--- config.mk ---
export PLATFORM = sky130hd
export DESIGN_NAME = limit_order_book_matcher
export DESIGN_NICKNAME = d
export VERILOG_FILES = /design/src/design/lobm_pkg.sv /design/src/design/lobm_dp.sv /design/src/design/lobm_ctrl.sv /design/src/design/limit_order_book_matcher.sv
export SDC_FILE = /design/constraint.sdc
export NUM_CORES = 2
export LEC_CHECK = 0
export ABC_AREA = 1
export BUFFER_PORTS_ARGS = -buffer_cell sky130_fd_sc_hd__buf_4
export CORE_UTILIZATION = 30
export CTS_BUF_LIST = sky130_fd_sc_hd__clkbuf_2
export DETAILED_ROUTE_END_ITERATION = 10
export SYNTH_ARGS = -nofsm -noshare
export SYNTH_HDL_FRONTEND = slang
export SYNTH_SLANG_ARGS = --single-unit
export TNS_END_PERCENT = 1
--- constraint.sdc ---
create_clock -name clk -period 11.9 [get_ports clk]
set_clock_uncertainty 0.15 [all_clocks]
set_input_delay 1.19 -clock clk [delete_from_list [all_inputs] [get_ports clk]]
set_output_delay 1.19 -clock clk [all_outputs]
set_load 0.005 [all_outputs]
--- src/design/lobm_pkg.sv ---
// Shared types, codes and constants of the limit order book matcher.
package lobm_pkg;

  localparam int DEFAULT_MAX_ORDERS = 32;
  localparam int TRADE_LIMIT = 63;
  localparam int TRADE_W = $clog2(TRADE_LIMIT + 1);

  localparam logic [1:0] KIND_ADD    = 2'd0;
  localparam logic [1:0] KIND_CANCEL = 2'd1;
  localparam logic [1:0] KIND_MODIFY = 2'd2;

  localparam logic [2:0] ST_OK      = 3'd0;
  localparam logic [2:0] ST_UNKNOWN = 3'd1;
  localparam logic [2:0] ST_DUP     = 3'd2;
  localparam logic [2:0] ST_FULL    = 3'd3;
  localparam logic [2:0] ST_ZERO    = 3'd4;

  localparam logic SIDE_BUY = 1'b0;

  localparam logic RK_TRADE   = 1'b0;
  localparam logic RK_SUMMARY = 1'b1;

  typedef struct packed {
    logic [1:0]  kind;
    logic [31:0] order_id;
    logic        side;
    logic [19:0] price;
    logic [23:0] shares;
  } event_t;

  typedef struct packed {
    logic        report_kind;
    logic [31:0] buyer_id;
    logic [31:0] seller_id;
    logic [23:0] fill_qty;
    logic [19:0] fill_price;
    logic [23:0] rest_qty;
    logic [2:0]  status;
    logic        last;
  } report_t;

  typedef struct packed {
    logic       load;
    logic       scan_start;
    logic       scan_best;
    logic       set_status;
    logic [2:0] status_code;
    logic       inval_k;
    logic       take_k_side;
    logic       shrink_k;
    logic       fill;
    logic       rest;
    logic       emit_sum;
  } dp_cmd_t;

  typedef struct packed {
    logic [1:0] kind;
    logic       scan_done;
    logic       found;
    logic       shares_zero;
    logic       reprice;
    logic       match_ok;
    logic       qty_zero;
    logic       trade_limit;
  } dp_stat_t;

endpackage

--- src/design/lobm_dp.sv ---
// Datapath: order table memory, valid bits, table scan and result register.
module lobm_dp #(
  parameter int MAX_ORDERS = lobm_pkg::DEFAULT_MAX_ORDERS
) (
  input  logic               clk,
  input  logic               rst,
  input  lobm_pkg::event_t   req,
  input  lobm_pkg::dp_cmd_t  cmd,
  output lobm_pkg::dp_stat_t stat,
  output lobm_pkg::report_t  report,
  output logic               report_valid
);

  localparam int IW = $clog2(MAX_ORDERS);
  localparam int CW = $clog2(MAX_ORDERS + 1);
  localparam int TW = lobm_pkg::TRADE_W;

  logic [31:0] mem_id    [MAX_ORDERS];
  logic        mem_side  [MAX_ORDERS];
  logic [19:0] mem_price [MAX_ORDERS];
  logic [23:0] mem_qty   [MAX_ORDERS];
  logic [31:0] mem_arr   [MAX_ORDERS];

  lobm_pkg::event_t ev;
  logic            cur_side;
  logic [23:0]     cur_qty;
  logic            found;
  logic [IW-1:0]   k_idx;
  logic            k_side;
  logic [19:0]     k_price;
  logic [23:0]     k_qty;
  logic            free_ok;
  logic [IW-1:0]   free_idx;
  logic            best_ok;
  logic [IW-1:0]   best_idx;
  logic [19:0]     best_price;
  logic [23:0]     best_qty;
  logic [31:0]     best_id;
  logic [31:0]     best_age;
  logic [TW-1:0]   trades;
  logic [2:0]      status_r;
  logic [23:0]     rest_r;
  logic [31:0]     counter;
  logic [MAX_ORDERS-1:0] vbits;
  logic [CW-1:0]   scan_idx;
  logic            scanning;
  logic            scan_best_r;
  logic            pv;
  logic [IW-1:0]   pidx;
  logic [31:0]     r_id;
  logic            r_side;
  logic [19:0]     r_price;
  logic [23:0]     r_qty;
  logic [31:0]     r_arr;

  logic        issue;
  logic [31:0] age;
  logic        better;
  logic [23:0] fq;
  logic [23:0] rem;
  logic        we_qty;
  logic [IW-1:0] wq_addr;
  logic [23:0] wq_data;
  logic        we_full;

  assign issue   = scanning && (scan_idx < CW'(MAX_ORDERS));
  assign age     = counter - r_arr;
  assign better  = (cur_side == lobm_pkg::SIDE_BUY)
                 ? (r_price < best_price || (r_price == best_price && age > best_age))
                 : (r_price > best_price || (r_price == best_price && age > best_age));
  assign fq      = (cur_qty < best_qty) ? cur_qty : best_qty;
  assign rem     = best_qty - fq;
  assign we_qty  = cmd.shrink_k || cmd.fill;
  assign wq_addr = cmd.fill ? best_idx : k_idx;
  assign wq_data = cmd.fill ? rem : ev.shares;
  assign we_full = cmd.rest && (cur_qty != 24'd0) && free_ok;

  assign stat.kind        = ev.kind;
  assign stat.scan_done   = scanning && (scan_idx == CW'(MAX_ORDERS)) && !pv;
  assign stat.found       = found;
  assign stat.shares_zero = (ev.shares == 24'd0);
  assign stat.reprice     = (ev.price != k_price) || (ev.shares > k_qty);
  assign stat.match_ok    = best_ok && (best_price != 20'd0) &&
                            ((cur_side == lobm_pkg::SIDE_BUY) ? !(ev.price < best_price)
                                                              : !(ev.price > best_price));
  assign stat.qty_zero    = (cur_qty == 24'd0);
  assign stat.trade_limit = (trades == TW'(lobm_pkg::TRADE_LIMIT));

  always_ff @(posedge clk) begin
    if (issue) begin
      r_id    <= mem_id[scan_idx[IW-1:0]];
      r_side  <= mem_side[scan_idx[IW-1:0]];
      r_price <= mem_price[scan_idx[IW-1:0]];
      r_qty   <= mem_qty[scan_idx[IW-1:0]];
      r_arr   <= mem_arr[scan_idx[IW-1:0]];
    end
    if (we_qty) begin
      mem_qty[wq_addr] <= wq_data;
    end
    if (we_full) begin
      mem_id[free_idx]    <= ev.order_id;
      mem_side[free_idx]  <= cur_side;
      mem_price[free_idx] <= ev.price;
      mem_qty[free_idx]   <= cur_qty;
      mem_arr[free_idx]   <= counter;
    end
  end

  always_ff @(posedge clk) begin
    if (rst) begin
      scanning     <= 1'b0;
      pv           <= 1'b0;
      vbits        <= '0;
      counter      <= '0;
      report_valid <= 1'b0;
      found        <= 1'b0;
      free_ok      <= 1'b0;
      best_ok      <= 1'b0;
    end else begin
      report_valid <= cmd.fill || cmd.emit_sum;
      if (cmd.load) begin
        ev       <= req;
        cur_side <= req.side;
        cur_qty  <= req.shares;
        status_r <= lobm_pkg::ST_OK;
        rest_r   <= '0;
        trades   <= '0;
      end
      if (cmd.set_status) begin
        status_r <= cmd.status_code;
      end
      if (cmd.scan_start) begin
        scanning    <= 1'b1;
        scan_idx    <= '0;
        scan_best_r <= cmd.scan_best;
        if (cmd.scan_best) begin
          best_ok <= 1'b0;
        end else begin
          found   <= 1'b0;
          free_ok <= 1'b0;
        end
      end else if (scanning) begin
        pv   <= issue;
        pidx <= scan_idx[IW-1:0];
        if (issue) begin
          scan_idx <= scan_idx + CW'(1);
        end
        if (stat.scan_done) begin
          scanning <= 1'b0;
        end
        if (pv) begin
          if (!scan_best_r) begin
            if (vbits[pidx] && r_id == ev.order_id && !found) begin
              found   <= 1'b1;
              k_idx   <= pidx;
              k_side  <= r_side;
              k_price <= r_price;
              k_qty   <= r_qty;
            end
            if (!vbits[pidx] && !free_ok) begin
              free_ok  <= 1'b1;
              free_idx <= pidx;
            end
          end else if (vbits[pidx] && r_side != cur_side && (!best_ok || better)) begin
            best_ok    <= 1'b1;
            best_idx   <= pidx;
            best_price <= r_price;
            best_qty   <= r_qty;
            best_id    <= r_id;
            best_age   <= age;
          end
        end
      end
      if (cmd.take_k_side) begin
        cur_side <= k_side;
      end
      if (cmd.inval_k) begin
        vbits[k_idx] <= 1'b0;
        if (!free_ok || k_idx < free_idx) begin
          free_ok  <= 1'b1;
          free_idx <= k_idx;
        end
      end
      if (cmd.shrink_k) begin
        rest_r <= ev.shares;
      end
      if (cmd.fill) begin
        report.report_kind <= lobm_pkg::RK_TRADE;
        report.buyer_id    <= (cur_side == lobm_pkg::SIDE_BUY) ? ev.order_id : best_id;
        report.seller_id   <= (cur_side == lobm_pkg::SIDE_BUY) ? best_id : ev.order_id;
        report.fill_qty    <= fq;
        report.fill_price  <= (cur_side == lobm_pkg::SIDE_BUY) ? best_price : ev.price;
        report.rest_qty    <= '0;
        report.status      <= lobm_pkg::ST_OK;
        report.last        <= 1'b0;
        cur_qty <= cur_qty - fq;
        trades  <= trades + TW'(1);
        if (rem == 24'd0) begin
          vbits[best_idx] <= 1'b0;
          if (!free_ok || best_idx < free_idx) begin
            free_ok  <= 1'b1;
            free_idx <= best_idx;
          end
        end
      end
      if (cmd.rest && cur_qty != 24'd0) begin
        if (free_ok) begin
          vbits[free_idx] <= 1'b1;
          counter         <= counter + 32'd1;
          rest_r          <= cur_qty;
        end else begin
          status_r <= lobm_pkg::ST_FULL;
        end
      end
      if (cmd.emit_sum) begin
        report.report_kind <= lobm_pkg::RK_SUMMARY;
        report.buyer_id    <= '0;
        report.seller_id   <= '0;
        report.fill_qty    <= '0;
        report.fill_price  <= '0;
        report.rest_qty    <= rest_r;
        report.status      <= status_r;
        report.last        <= 1'b1;
      end
    end
  end

endmodule

--- src/design/lobm_ctrl.sv ---
// Controller: event sequencing state machine.
module lobm_ctrl (
  input  logic               clk,
  input  logic               rst,
  input  logic               start,
  input  lobm_pkg::dp_stat_t stat,
  output lobm_pkg::dp_cmd_t  cmd,
  output logic               busy
);

  typedef enum logic [3:0] {
    IDLE, DISPATCH, FIND, DECIDE, MATCH, BEST, FILL, REST, SUM
  } state_t;

  state_t state;
  state_t state_next;

  assign busy = (state != IDLE);

  always_comb begin
    cmd = '0;
    state_next = state;
    case (state)
      IDLE: begin
        if (start) begin
          cmd.load = 1'b1;
          state_next = DISPATCH;
        end
      end
      DISPATCH: begin
        if (stat.kind != lobm_pkg::KIND_ADD && stat.kind != lobm_pkg::KIND_CANCEL &&
            stat.kind != lobm_pkg::KIND_MODIFY) begin
          state_next = SUM;
        end else if (stat.kind == lobm_pkg::KIND_ADD && stat.shares_zero) begin
          cmd.set_status = 1'b1;
          cmd.status_code = lobm_pkg::ST_ZERO;
          state_next = SUM;
        end else begin
          cmd.scan_start = 1'b1;
          state_next = FIND;
        end
      end
      FIND: begin
        if (stat.scan_done) state_next = DECIDE;
      end
      DECIDE: begin
        state_next = SUM;
        if (stat.kind == lobm_pkg::KIND_ADD) begin
          if (stat.found) begin
            cmd.set_status = 1'b1;
            cmd.status_code = lobm_pkg::ST_DUP;
          end else begin
            state_next = MATCH;
          end
        end else if (!stat.found) begin
          cmd.set_status = 1'b1;
          cmd.status_code = lobm_pkg::ST_UNKNOWN;
        end else if (stat.kind == lobm_pkg::KIND_CANCEL || stat.shares_zero) begin
          cmd.inval_k = 1'b1;
        end else if (stat.reprice) begin
          cmd.inval_k = 1'b1;
          cmd.take_k_side = 1'b1;
          state_next = MATCH;
        end else begin
          cmd.shrink_k = 1'b1;
        end
      end
      MATCH: begin
        if (stat.qty_zero || stat.trade_limit) begin
          state_next = REST;
        end else begin
          cmd.scan_start = 1'b1;
          cmd.scan_best = 1'b1;
          state_next = BEST;
        end
      end
      BEST: begin
        if (stat.scan_done) state_next = FILL;
      end
      FILL: begin
        if (stat.match_ok) begin
          cmd.fill = 1'b1;
          state_next = MATCH;
        end else begin
          state_next = REST;
        end
      end
      REST: begin
        cmd.rest = 1'b1;
        state_next = SUM;
      end
      SUM: begin
        cmd.emit_sum = 1'b1;
        state_next = IDLE;
      end
      default: state_next = IDLE;
    endcase
  end

  always_ff @(posedge clk) begin
    if (rst) begin
      state <= IDLE;
    end else begin
      state <= state_next;
    end
  end

  a_scan_done_in_scan: assert property (@(posedge clk) disable iff (rst)
    stat.scan_done |-> (state == FIND || state == BEST))
    else $error("scan completion outside a scan state");
  a_fill_needs_match: assert property (@(posedge clk) disable iff (rst)
    cmd.fill |-> (!stat.qty_zero && !stat.trade_limit))
    else $error("fill issued with nothing to fill");
  a_sum_frees: assert property (@(posedge clk) disable iff (rst)
    cmd.emit_sum |=> !busy)
    else $error("still busy after summary");

endmodule

--- src/design/limit_order_book_matcher.sv ---
// Limit order book matcher top level: price-time priority over a resting order table.
// An event is taken when start is high and busy is low. busy stays high until the cycle in
// which the event's summary beat is on report; a new event can be taken at the edge that
// ends that cycle. Results appear on report for one cycle each, marked by report_valid,
// and cannot be held off: zero or more trade beats, then one summary beat with last set.
// Timing is set by the single table read port, which sweeps one entry per cycle. The id
// lookup is one full sweep of the table after acceptance, as is each scan for the best
// opposite order; an add, or a modify that reprices, runs one scan per fill and one more
// that finds nothing to match, unless the order fills completely or reaches the trade limit
// first. It then finishes through the REST and SUM states; SUM registers the summary beat.
module limit_order_book_matcher #(
  parameter int MAX_ORDERS = lobm_pkg::DEFAULT_MAX_ORDERS
) (
  input  logic              clk,
  input  logic              rst,
  input  logic              start,
  output logic              busy,
  input  lobm_pkg::event_t  req,
  output lobm_pkg::report_t report,
  output logic              report_valid
);

  lobm_pkg::dp_cmd_t  cmd;
  lobm_pkg::dp_stat_t stat;

  lobm_ctrl u_ctrl (
    .clk   (clk),
    .rst   (rst),
    .start (start),
    .stat  (stat),
    .cmd   (cmd),
    .busy  (busy)
  );

  lobm_dp #(
    .MAX_ORDERS (MAX_ORDERS)
  ) u_dp (
    .clk          (clk),
    .rst          (rst),
    .req          (req),
    .cmd          (cmd),
    .stat         (stat),
    .report       (report),
    .report_valid (report_valid)
  );

endmodule
Yosys cells after proc, flatten, opt, wreduce, memory -nomap -nowiden. Memories as Yosys holds them, arrays and structs flattened. A register that Yosys moved wholly into a read port is not among the register bits. Index checks and enable logic that the tools add are counted.

Register bits: 527. Bits in writable memories: 3488. Input port bits: 82. Output and inout bits: 139. Memories: 5.

Memory list: u_dp.mem_arr (depth 32, bits a word 32, rd ports 1, clocked after Yosys merged registers in 1, write ports 1, line lobm_dp.sv:22) `logic [31:0] mem_arr [MAX_ORDERS];`; u_dp.mem_id (depth 32, bits a word 32, rd ports 1, clocked after Yosys merged registers in 1, write ports 1, line lobm_dp.sv:18) `logic [31:0] mem_id [MAX_ORDERS];`; u_dp.mem_qty (depth 32, bits a word 24, rd ports 1, clocked after Yosys merged registers in 1, write ports 1, line lobm_dp.sv:21) `logic [23:0] mem_qty [MAX_ORDERS];`; u_dp.mem_price (depth 32, bits a word 20, rd ports 1, clocked after Yosys merged registers in 1, write ports 1, line lobm_dp.sv:20) `logic [19:0] mem_price [MAX_ORDERS];`; u_dp.mem_side (depth 32, bits a word 1, rd ports 1, clocked after Yosys merged registers in 1, write ports 1, line lobm_dp.sv:19) `logic mem_side [MAX_ORDERS];`.

Add/subtract/negate cells: 6. Magnitude comparators: 17. Equality and inequality tests: 23. Mux-type cells: 121. Bitwise operators: 8. Reduce and logical (&&, ||, !) cells: 69.

Operators by type and width (count): $mux 32 (9); $mux 24 (9); $mux 137 (1); $logic_not 24->1 (3); $and 32x32->32 (2); $not 32->32 (2); $mux 4 (15); $mux 5 (12); $mux 1 (50); $sub 24x24->24 (2); $gt 20x20->1 (2); $lt 20x20->1 (2); $add 32x1->32 const B (1); $eq 32x32->1 (1); $gt 32x32->1 (1); $or 32x32->32 (1); $pmux 4 s8 (1); $sub 32x32->32 (1); $mux 28 (1); $gt 24x24->1 (1); $lt 24x24->1 (1); $lt 5x6->1 const B (4); $mux 6 (4); $reduce_bool 24->1 (1); 36 further kinds (117).

Logic depth before layout (Yosys ltp).
Depth in word-level cells: 16. Mapped depth: 35. Depth with buffers taken out: 33.

Cells and area by module. From an unflattened synthesis, not the netlist that was laid out.

Cell total of the unflattened synthesis: 14910. Area total of the unflattened synthesis: 175493.3 um2.

Modules (own cells, without submodules): lobm_dp (times used 1, cells an instance 14821, area each 175005.3 um2, seq. area each 122988.0 um2); lobm_ctrl (times used 1, cells an instance 89, area each 488.0 um2, seq. area each 80.1 um2).

Least setup slack after synthesis. OpenSTA, ideal clock, no wires.

Kind: register -> register. Start: register u_dp.counter[0]. End: register u_dp.best_age[0] (enable). Data arrival time: 9.345 ns. Data required time: 11.160 ns. Setup slack: 1.815 ns. Stages on the path, launching flop included: 33. Clock period less this slack: 10.085 ns. Path through: dfxtp_1 inv_1 ha_1 inv_1 fa_1 nand3_1 nand2_1 nand2_1 o211ai_1 a21boi_1 o21ai_0 a21boi_1 o21ai_0 a21boi_1 o21ai_0 nand2_1 nand2_1 nand2_1 nand2_1 nand3_1 nand2_1 xor2_1 ha_1 nand4_1 nor3_1 inv_1 nor4_1 a21o_1 o21ai_0 o2111ai_1 and2_1 inv_1 nor2_1.

Longest elaborated chain between the ends: 8. Elaborated cells on any way between the ends: 9.

Ends and longest elaborated chain: from (decl) (line lobm_dp.sv:43) `logic [31:0] counter;`; from (signal assigned) (line lobm_dp.sv:209) `counter <= counter + 32'd1;`; $sub 32x32->32 (*) (line lobm_dp.sv:67) `assign age = counter - r_arr;`; net u_dp.age[28] (line lobm_dp.sv:57) `logic [31:0] age;`; $gt 32x32->1 (*) (line lobm_dp.sv:69, lobm_dp.sv:70); $logic_and 1x1->1 (*) (line lobm_dp.sv:69, lobm_dp.sv:70); $logic_or 1x1->1 (on tied branches) (line lobm_dp.sv:69, lobm_dp.sv:70); $mux 1 (*) (line lobm_dp.sv:69) `? (r_price < best_price || (r_price == best_price && age > best_age))`; $logic_or 1x1->1 (*) (line lobm_dp.sv:164) `end else if (vbits[pidx] && r_side != cur_side && (!best_ok || better)) begin`; $logic_and 1x1->1 (*) (line lobm_dp.sv:164); $reduce_and 6->1 (no source line) (*); to (signal assigned) (line lobm_dp.sv:170) `best_age <= age;`; to (decl) (line lobm_dp.sv:39) `logic [31:0] best_age;`.

The timed path passes the listed nets; every way through them passes the cells marked *. A chain may end at the register's enable or synchronous reset.

Final worst setup path.
Start: register u_dp.counter[0]. End: register u_dp.best_qty[12] (enable).

Longest elaborated chain between the ends: 8. Elaborated cells on any way between the ends: 9.

Ends and longest elaborated chain: $sub 32x32->32 (*) (line lobm_dp.sv:67); net u_dp.age[28] (line lobm_dp.sv:57); $gt 32x32->1 (*) (line lobm_dp.sv:69, lobm_dp.sv:70); $logic_and 1x1->1 (*) (line lobm_dp.sv:69, lobm_dp.sv:70); $logic_or 1x1->1 (on tied branches) (line lobm_dp.sv:69, lobm_dp.sv:70); $mux 1 (*) (line lobm_dp.sv:69); $logic_or 1x1->1 (*) (line lobm_dp.sv:164); $logic_and 1x1->1 (*) (line lobm_dp.sv:164); $reduce_and 6->1 (no source line) (*); to (signal assigned) (line lobm_dp.sv:168) `best_qty <= r_qty;`; to (decl) (line lobm_dp.sv:37) `logic [23:0] best_qty;`.

Marks and branches as above.

==> reports/results.tsv <==
metric	value	unit
Mapped Area	167000	sq um
Synth-to-Final Area Change	13.1	%
Fin. Hold Viols	0	
Max Slew Vio Count	0	
hpwl dp	259000	um
Synth Flop Type	edfxtp_1	
max_slew headroom	0.150	
Die Span Y	749	um
hold_sp	u_dp.r_qty[21]$_DFFE_PP_	
hold_ws	0.281	ns
FF-to-FF Start	u_dp.counter[0]$_SDFFE_PP0P_	
nets@finish	14300	
DRT antenna net count	0	
core box area	556000	sq um
worst-skew pair later-pin latency	2.49	ns
VDD IR-drop max	0.0000950	V
total grt overflow	0	
DR iter-0 viols	12600	
largest net degree at the start of global routing	195	
Worst Setup Slack, final	3.69	ns
met1 usage	0.226	
Syn Nets	13500	
synth unique cells	61	
Setup crit end kind	flip-flop	
fin crit share	0.690	
Cells after DPL	20300	
CTS Root Cell	clkbuf_2	
Worst-path clk slew	0.12	ns
biggest cell delay along the critical path	1.08	ns
Global Route met2 Usage	0.281	
RSZ-0062 raised after global routing	no	
total wire length after detailed routing	503000	um
Critical Path AT	9.94	ns
Avg Cell Area, Syn	12.7	sq um
final std cells w/o fill	22200	
Post-Place Worst Slack	3.67	ns
EDFF count, synth	4049	
Post-CTS Resized	0	
critical path type	flip-flop to flip-flop	
Die Wd	749	um
violated checks	DRC	
Via density	5.12	
crit path launch type	flip-flop	
share of post-route cells with drive strength above 1	0.141	
GR Util All Layers	0.171	
met3 usage	0.0275	
CP Max Fanout	93	
Power Dens Cells	167	nW/um^2
FF-to-FF path depth	33	
Yosys warning count	0	
Post-DP Area	178000	sq um
Max-Cap Viols	0	
drc violations	63	
min cycle time layout	8.21	ns
max frequency	0.122	GHz
Async S/R FF share, synth	0	
die area	561000	sq um
Syn Inst Count	13200	
CTS sink cnt	4123	
CP Data Required Time	13.63	ns
Most common cell on crit path	nand2_1	
leakage dissipation	63.7	nW
H-tree Lvls	6	
register bit count reported by yosys	4123	
status	finished, violations left	
Detailed Routing Iterations Pass 1	9	
Min-Delay Path Class	flip-flop to flip-flop	
# IOs	221	
# port buffers	220	
reg2reg end	u_dp.best_qty[12]$_DFFE_PP_	
final setup fails	0	
DR WL/cell	22.6	um
initial antenna violation count	14	
Via Count	114000	
vias in the first global route	109000	
Seq/Total Area, Yosys	0.735	
hold depth	0	
Crit-path slowest cell	dfxtp_1	
Design Area, Final	189000	sq um
most frequent cells in the layout	edfxtp_1, nor2_1, o21ai_0	
layer with the highest usage	met2	
endpoint with the worst hold slack	u_dp.best_qty[21]$_DFFE_PP_	
# rows	274	
commonest non-fill, non-tap cell in the layout	edfxtp_1	
final setup TNS	0	ns
CTS Buffer Depth	4	
starting density of the core	0.301	
CTS tree	built	
flop-to-flop setup slack	3.69	ns
first-pass GRT wire length	728000	um
Least-Margin Pin Slew	1.27	ns
total CTS buffers	939	
GPL Wtd Cong	0.874	
==> synthesized netlist by cell type (7+ instances only) <==
library cell,number,share of area
edfxtp_1,4049,0.73
nor2_1,2130,0.048
o21ai_0,2022,0.060
nand2_1,1051,0.024
o22ai_1,915,0.034
clkbuf_1,749,0.017
inv_1,613,0.014
a21oi_1,329,0.0098
nand3_1,250,0.0075
ha_1,186,0.014
a211oi_1,116,0.0052
a221oi_1,111,0.0058
a22o_1,104,0.0054
nand4_1,87,0.0032
dfxtp_1,74,0.0088
xor2_1,51,0.0027
nor3_1,40,0.0012
xnor2_1,34,0.0018
buf_1,31,0.00069
nor4_1,26,0.00097
a31oi_1,23,0.00086
o21ai_1,18,0.00054
o21a_1,14,0.00063
buf_2,13,0.00039
inv_2,12,0.00027
nand2_2,12,0.00045
nand4_2,12,0.00090
nor2_2,12,0.00045
o211ai_1,12,0.00054
o31a_1,10,0.00052
nand3b_1,9,0.00040
a21boi_0,7,0.00031
nor3b_1,7,0.00031
==> layer usage <==
layer | vias to the layer above | share of wire
li1 | 51100 | -
met1 | 56400 | 0.41
met2 | 5404 | 0.47
met3 | 1059 | 0.083
met4 | 12 | 0.038
met5 | - | 0.00018
==> per-stage QoR <==
step | util | power (mW)
floorplan | - | 20.6
global placement | 0.320 | 22.8
detailed placement | 0.320 | 22.8
CTS | 0.340 | 31.9
global route | 0.340 | 33.1
finish | 0.340 | 31.7
==> worst max-delay path: cells and delay by family (launching register included) <==
family / cells / cell delay (ns)
flip-flops: 1 / 1.08
buffers and inverters: 5 / 0.97
XOR/XNOR: 1 / 0.08
adder cells (fa/ha/maj): 3 / 0.76
AND/OR/NAND/NOR: 14 / 2.31
AO/OA/AOI/OAI: 10 / 2.28
==> sequential cells by signal (all words and copies together), names as in the netlist, 6 cells and up <==
register,flops
u_dp.best_price,20
u_dp.ev,76
u_dp.r_id,32
u_dp.counter,32
u_dp.cur_qty,24
u_dp.mem_arr,1024
u_dp.rest_r,24
u_dp.trades,6
u_dp.mem_side,32
u_dp.scan_idx,6
u_dp.r_qty,24
u_dp.best_age,32
u_dp.best_id,32
u_dp.k_price,20
u_dp.mem_price,640
u_dp.k_qty,24
u_dp.vbits,32
u_dp.r_arr,32
u_dp.mem_id,1024
u_dp.best_qty,24
u_dp.r_price,20
u_dp.report,136
u_dp.mem_qty,768
==> kinds of logic after synthesis <==
family          count (synthesis)  synth area share
compound gates               3721             0.126
mux                             1         0.0000672
buf+inv                      1429            0.0324
xor+xnor                       85           0.00444
simple gates                 3656            0.0877
fa+ha+maj                     189            0.0143
flops                        4123             0.735
==> where the power goes <==
group	total [mW]	switching (mW)	internal (mW)
clock	9.10	5.72	3.38
sequential	16.7	0.248	16.4
combinational	5.98	4.30	1.68
total	31.7	10.3	21.5
==> timing repair <==
item                      in CTS  in global routing
hold endpoints to repair     467                  0
hold buffers                 242                  0
buffers inserted               0                  0
==> cell type report <==
cell class                 instances  area [sq um]
fill                           54800        367000
sequential                      4123        123000
multi-input combinational       7652         39800
tap                             7452          9320
clock buffer                    1354          6780
timing repair buffer             688          6160
inverter                         627          2380
clock inverter                   339          1890
antenna                           11          27.5
==> worst max path at each step <==
stage	from	endpoint	slack, ns	depth (start not counted)
final	u_dp.counter[0]$_SDFFE_PP0P_	u_dp.best_qty[12]$_DFFE_PP_	3.69	33
after global routing	u_dp.counter[0]$_SDFFE_PP0P_	u_dp.best_qty[13]$_DFFE_PP_	2.88	33
after detailed placement	u_dp.counter[0]$_SDFFE_PP0P_	u_dp.best_id[24]$_DFFE_PP_	3.67	33
after CTS	u_dp.counter[0]$_SDFFE_PP0P_	u_dp.best_qty[12]$_DFFE_PP_	3.66	33
after floorplan	u_dp.counter[0]$_SDFFE_PP0P_	u_dp.best_age[0]$_DFFE_PP_	1.81	32
after global placement	u_dp.counter[0]$_SDFFE_PP0P_	u_dp.best_id[24]$_DFFE_PP_	3.65	33
No activity file was read; power rests on OpenSTA's default activity.
